==> config.mk <==
export PLATFORM = sky130hd
export DESIGN_NAME = gpc_cell
export DESIGN_NICKNAME = d
export VERILOG_FILES = /design/src/rtl/greedy_polyline_chainer_macros.svh /design/src/rtl/gpc_pkg.sv /design/src/rtl/gpc_cell.sv
export SDC_FILE = /design/constraint.sdc
export NUM_CORES = 1
export LEC_CHECK = 0
export ABC_AREA = 1
export BUFFER_PORTS_ARGS = -buffer_cell sky130_fd_sc_hd__clkbuf_2
export CORE_UTILIZATION = 25
export DETAILED_ROUTE_END_ITERATION = 8
export HOLD_SLACK_MARGIN = 0.1
export PLACE_DENSITY = 0.55
export RECOVER_POWER = 100
export SLEW_MARGIN = 10
export SYNTH_ARGS = -nofsm -noshare
export SYNTH_HDL_FRONTEND = slang
export SYNTH_SLANG_ARGS = --single-unit
export TNS_END_PERCENT = 1
==> constraint.sdc <==
create_clock -name clk_i -period 1.27 [get_ports clk_i]
set_input_delay 0.254 -clock clk_i [delete_from_list [all_inputs] [get_ports clk_i]]
set_output_delay 0.254 -clock clk_i [all_outputs]
set_load 0.005 [all_outputs]
==> src/rtl/greedy_polyline_chainer_macros.svh <==
// ----------------------------------------------------------------------------
// Chainer assertion macros
// Assertion macros used by the chainer top module.
// ----------------------------------------------------------------------------
`ifndef GREEDY_POLYLINE_CHAINER_MACROS_SVH
`define GREEDY_POLYLINE_CHAINER_MACROS_SVH

// A property that holds at every clock edge outside reset.
`define GPC_ASSERT(lbl, prop, msg) \
  lbl: assert property (@(posedge clk_i) disable iff (!rst_ni) (prop)) else $error(msg);

// A condition that implies a consequence in the next cycle.
`define GPC_ASSERT_NEXT(lbl, cond, cons, msg) \
  lbl: assert property (@(posedge clk_i) disable iff (!rst_ni) (cond) |=> (cons)) \
    else $error(msg);

`endif

==> src/rtl/gpc_pkg.sv <==
`timescale 1ns / 1ps
// ----------------------------------------------------------------------------
// Chainer package
// Shared constants, the sequencer states and the cell control bundle.
// ----------------------------------------------------------------------------
package gpc_pkg;

  localparam int MAX_TRAJ   = 64;
  localparam int COORD_BITS = 12;
  localparam int DIST_W     = 16;
  localparam int GRP_W      = 6;
  localparam int IDX_OUT_W  = 6;
  localparam logic [DIST_W-1:0] DIST_RESET = 16'd10;

  typedef enum logic [2:0] {
    ST_LOAD,
    ST_FIRST,
    ST_SCAN,
    ST_DRAIN,
    ST_DECIDE,
    ST_WAIT
  } state_e;

  typedef struct packed {
    logic load;
    logic rotate;
    logic clear;
    logic mark;
  } cell_ctrl_t;

endpackage

==> src/rtl/gpc_cell.sv <==
`timescale 1ns / 1ps
// ----------------------------------------------------------------------------
// Chainer cell
// Holds one polyline's end points, its load index and its taken flag, and
// passes them to its neighbour while the ring rotates.
// ----------------------------------------------------------------------------
module gpc_cell #(
  parameter int COORD_BITS = gpc_pkg::COORD_BITS,
  parameter int IDXW       = 6,
  parameter int POS        = 0
) (
  input  logic                  clk_i,
  input  logic                  rst_ni,
  input  gpc_pkg::cell_ctrl_t   ctrl_i,
  input  logic [IDXW-1:0]       mark_idx_i,
  input  logic [COORD_BITS-1:0] wr_sx_i,
  input  logic [COORD_BITS-1:0] wr_sy_i,
  input  logic [COORD_BITS-1:0] wr_ex_i,
  input  logic [COORD_BITS-1:0] wr_ey_i,
  input  logic [COORD_BITS-1:0] nb_sx_i,
  input  logic [COORD_BITS-1:0] nb_sy_i,
  input  logic [COORD_BITS-1:0] nb_ex_i,
  input  logic [COORD_BITS-1:0] nb_ey_i,
  input  logic [IDXW-1:0]       nb_idx_i,
  input  logic                  nb_taken_i,
  output logic [COORD_BITS-1:0] sx_o,
  output logic [COORD_BITS-1:0] sy_o,
  output logic [COORD_BITS-1:0] ex_o,
  output logic [COORD_BITS-1:0] ey_o,
  output logic [IDXW-1:0]       idx_o,
  output logic                  taken_o
);

  logic [COORD_BITS-1:0] sx_q, sy_q, ex_q, ey_q;
  logic [IDXW-1:0]       idx_q;
  logic                  taken_q;

  always_ff @(posedge clk_i) begin
    if (ctrl_i.rotate) begin
      sx_q <= nb_sx_i;
      sy_q <= nb_sy_i;
      ex_q <= nb_ex_i;
      ey_q <= nb_ey_i;
    end else if (ctrl_i.load) begin
      sx_q <= wr_sx_i;
      sy_q <= wr_sy_i;
      ex_q <= wr_ex_i;
      ey_q <= wr_ey_i;
    end
  end

  // The index restarts at the cell's own place and returns there after a full turn.
  always_ff @(posedge clk_i or negedge rst_ni) begin
    if (!rst_ni) begin
      idx_q   <= IDXW'(POS);
      taken_q <= 1'b0;
    end else if (ctrl_i.rotate) begin
      idx_q   <= nb_idx_i;
      taken_q <= nb_taken_i;
    end else if (ctrl_i.clear || ctrl_i.load) begin
      taken_q <= 1'b0;
    end else if (ctrl_i.mark && idx_q == mark_idx_i) begin
      taken_q <= 1'b1;
    end
  end

  assign sx_o    = sx_q;
  assign sy_o    = sy_q;
  assign ex_o    = ex_q;
  assign ey_o    = ey_q;
  assign idx_o   = idx_q;
  assign taken_o = taken_q;

endmodule

==> out/results.txt <==
period utilisation layout: 0.857
maximum vdd ir drop: 0.455 mV
GP Congestion: 0.718
crit path to: ex_o[8]
worst reg2reg path depth: 8
skew final: 0.00716 ns
status: completed
Yosys cell types: 14
Rel. slew slack: 0.659
Wirelength per Cell: 10.7 um
Logic pwr share: 0.169
remaining antenna violation count: 0
Max Freq: 919 MHz
PortBufs: 169
CTS Buf Count: 5
reg-to-reg startpoint: idx_o[3]
via count: 2,233
Hold Crit Class: input port to flip-flop
Core Area: 9370 um2
CP peak stage delay: 0.42 ns
synthesized net count: 381
CP Buf/Inv Count: 2
layout cells sized above 1: 0.332
area grow syn2layout: 42.6%
Post CTS Setup Buffer Count: 0
switching power share of the total: 0.250
DR iter-0 viols: 48
Worst setup EP type: flip-flop
Crit path depth: 3
post-layout min period: 1.09 ns
Worst Max-Slew Pin Slew: 0.511 ns
Setup crit start kind: input port
number of global-route vias before repair: 2,002
CP max-delay cell: or2_0
max_cap viols: 0
nets: 551
global-route wire length before repair: 8.83 mm
# rows: 35
placed cells: 557
Post-Synthesis Cells: 266
Slew Limit Fails: 0
critical path launch point: ctrl_i[2]
Die ar.: 10,200 um2
YS warnings: 0
number of H-tree levels: 2
Top delay family on crit path: simple AND/OR/NAND/NOR gates
grt ovf: 0
Static Leak: 1.83 nW
post-synthesis register bit count: 55
Switch Pwr: 0.959 mW
most frequent cells in the layout: 167 x nand2_1, 132 x clkbuf_2, 48 x edfxtp_1
Worst Path Arrival: 1.10 ns
Routed WL: 6.06 mm
largest net degree at the start of global routing: 49
syn avg cell area: 9.23 um2
CP Class: input port to flip-flop
reg-to-reg slack, setup: 0.31 ns
Initial Utilization: 0.262
register area share after synthesis: 0.658
PwrDens: 1090 nW/um2
drt pass-1 iters: 4
io pins: 170
critical-path maximum fanout: 26
Vias/cell: 3.95
setup TNS: 0 ns
internal power: 2.88 mW
utilization after layout: 0.374
fin cells: 566
Fin. Hold Viols: 0
most common cell after layout, fill and taps aside: nand2_1
Clock Tree Root: clkbuf_8
CTS tree: yes
# DRC: 0
Critical Path RT: 1.28 ns
Flop pwr share: 0.585
clock buffer depth: 2
GR Util All Layers: 0.111
Die Y: 101 um
antenna cells: 0
Reg clk slew, reported paths: 0.10 ns
DP Wirelength: 4.77 mm
reg2reg end: taken_o
final setup vio count: 0
cell-by-cell trace of the critical path: clkbuf_2 > or2_0 > buf_12
antenna violations before repair: 0
Worst-Skew Late Latency: 0.30 ns
Clock power frac: 0.245
RSZ-0062 raised after global routing: no
Cell Area, Synth: 2460 um2
Die Wd: 101 um
TritonCTS Sinks: 55
==> power groups by stage <==
stage	combinational [mW]	clock, mW	sequential, mW
floorplan	0.228	0	2.31
global placement	0.694	0	2.29
detailed placement	0.700	0	2.29
CTS	0.705	1.01	2.25
global route	0.734	1.06	2.27
finish	0.649	0.941	2.24
==> worst min path at each step <==
stage	slack, ns	from	endpoint	depth (start not counted)
after floorplan	-0.04	rst_ni	idx_o[0]	0
after global placement	0.11	rst_ni	idx_o[1]	1
after detailed placement	0.11	rst_ni	idx_o[1]	1
after CTS	0.14	nb_idx_i[4]	idx_o[4]	3
after global routing	0.15	nb_idx_i[3]	idx_o[3]	3
final	0.15	nb_idx_i[4]	idx_o[4]	3
==> stage by stage <==
step,hold WS [ns],total power [mW],setup WS (ns),cell area (um2)
floorplan,-0.0416,2.54,0.0429,2460
global placement,0.109,2.98,0.137,3470
detailed placement,0.111,2.99,0.119,3470
CTS,0.142,3.96,0.168,3570
global route,0.151,4.06,0.132,3500
finish,0.151,3.83,0.182,3500
==> worst reg2reg max path, cell delays in order (launching register included) <==
cell and delay (ns):
dfrtp_1 0.41, inv_1 0.08, nand2_1 0.05, nand2_1 0.06
nor2_1 0.03, nand2_1 0.07, nor2_1 0.04, nor2_1 0.09
nor2_1 0.05
==> synthesized netlist by cell type, drive strengths merged <==
cell type | number | area share
inv | 15 | 0.023
dfrtp | 7 | 0.071
o21ai | 6 | 0.012
nand3 | 1 | 0.0020
clkbuf | 4 | 0.0061
nand2 | 167 | 0.26
or2 | 1 | 0.0036
nor2 | 7 | 0.014
a21oi | 2 | 0.0041
edfxtp | 48 | 0.59
buf | 8 | 0.022
==> repair_timing <==
action | CTS | global route
hold buffers | 1 | 0
resized for setup | 0 | 0
endpoints found under the setup margin | 0 | 0
endpoints found under the hold margin | 7 | 0
==> sequential cells by signal, summed over array words and instances, names as in the netlist <==
name and flops:
ex_o 12, ey_o 12, sx_o 12, sy_o 12, idx_o 6, taken_o 1
==> logic make-up after synthesis <==
kind of cell / synth area share
simple gates: 0.275
compound gates: 0.0163
buf+inv: 0.0509
flops: 0.658
==> cell type report <==
class,instances,area [um2]
clock buffer,5,68.8
clock inverter,3,20.0
fill,1005,5870
inverter,15,56.3
multi-input combinational,184,712
sequential,55,1620
tap,129,161
timing repair buffer,175,868
==> metal layers <==
metal  GRT usage  vias up  wire (um)
li1            -     1168          -
met1       0.118      972       2390
met2       0.216       89       3140
met3      0.0326        4        485
met4      0.0234        0         44
met5           0        -          0
No activity file was read; power rests on OpenSTA's default activity.
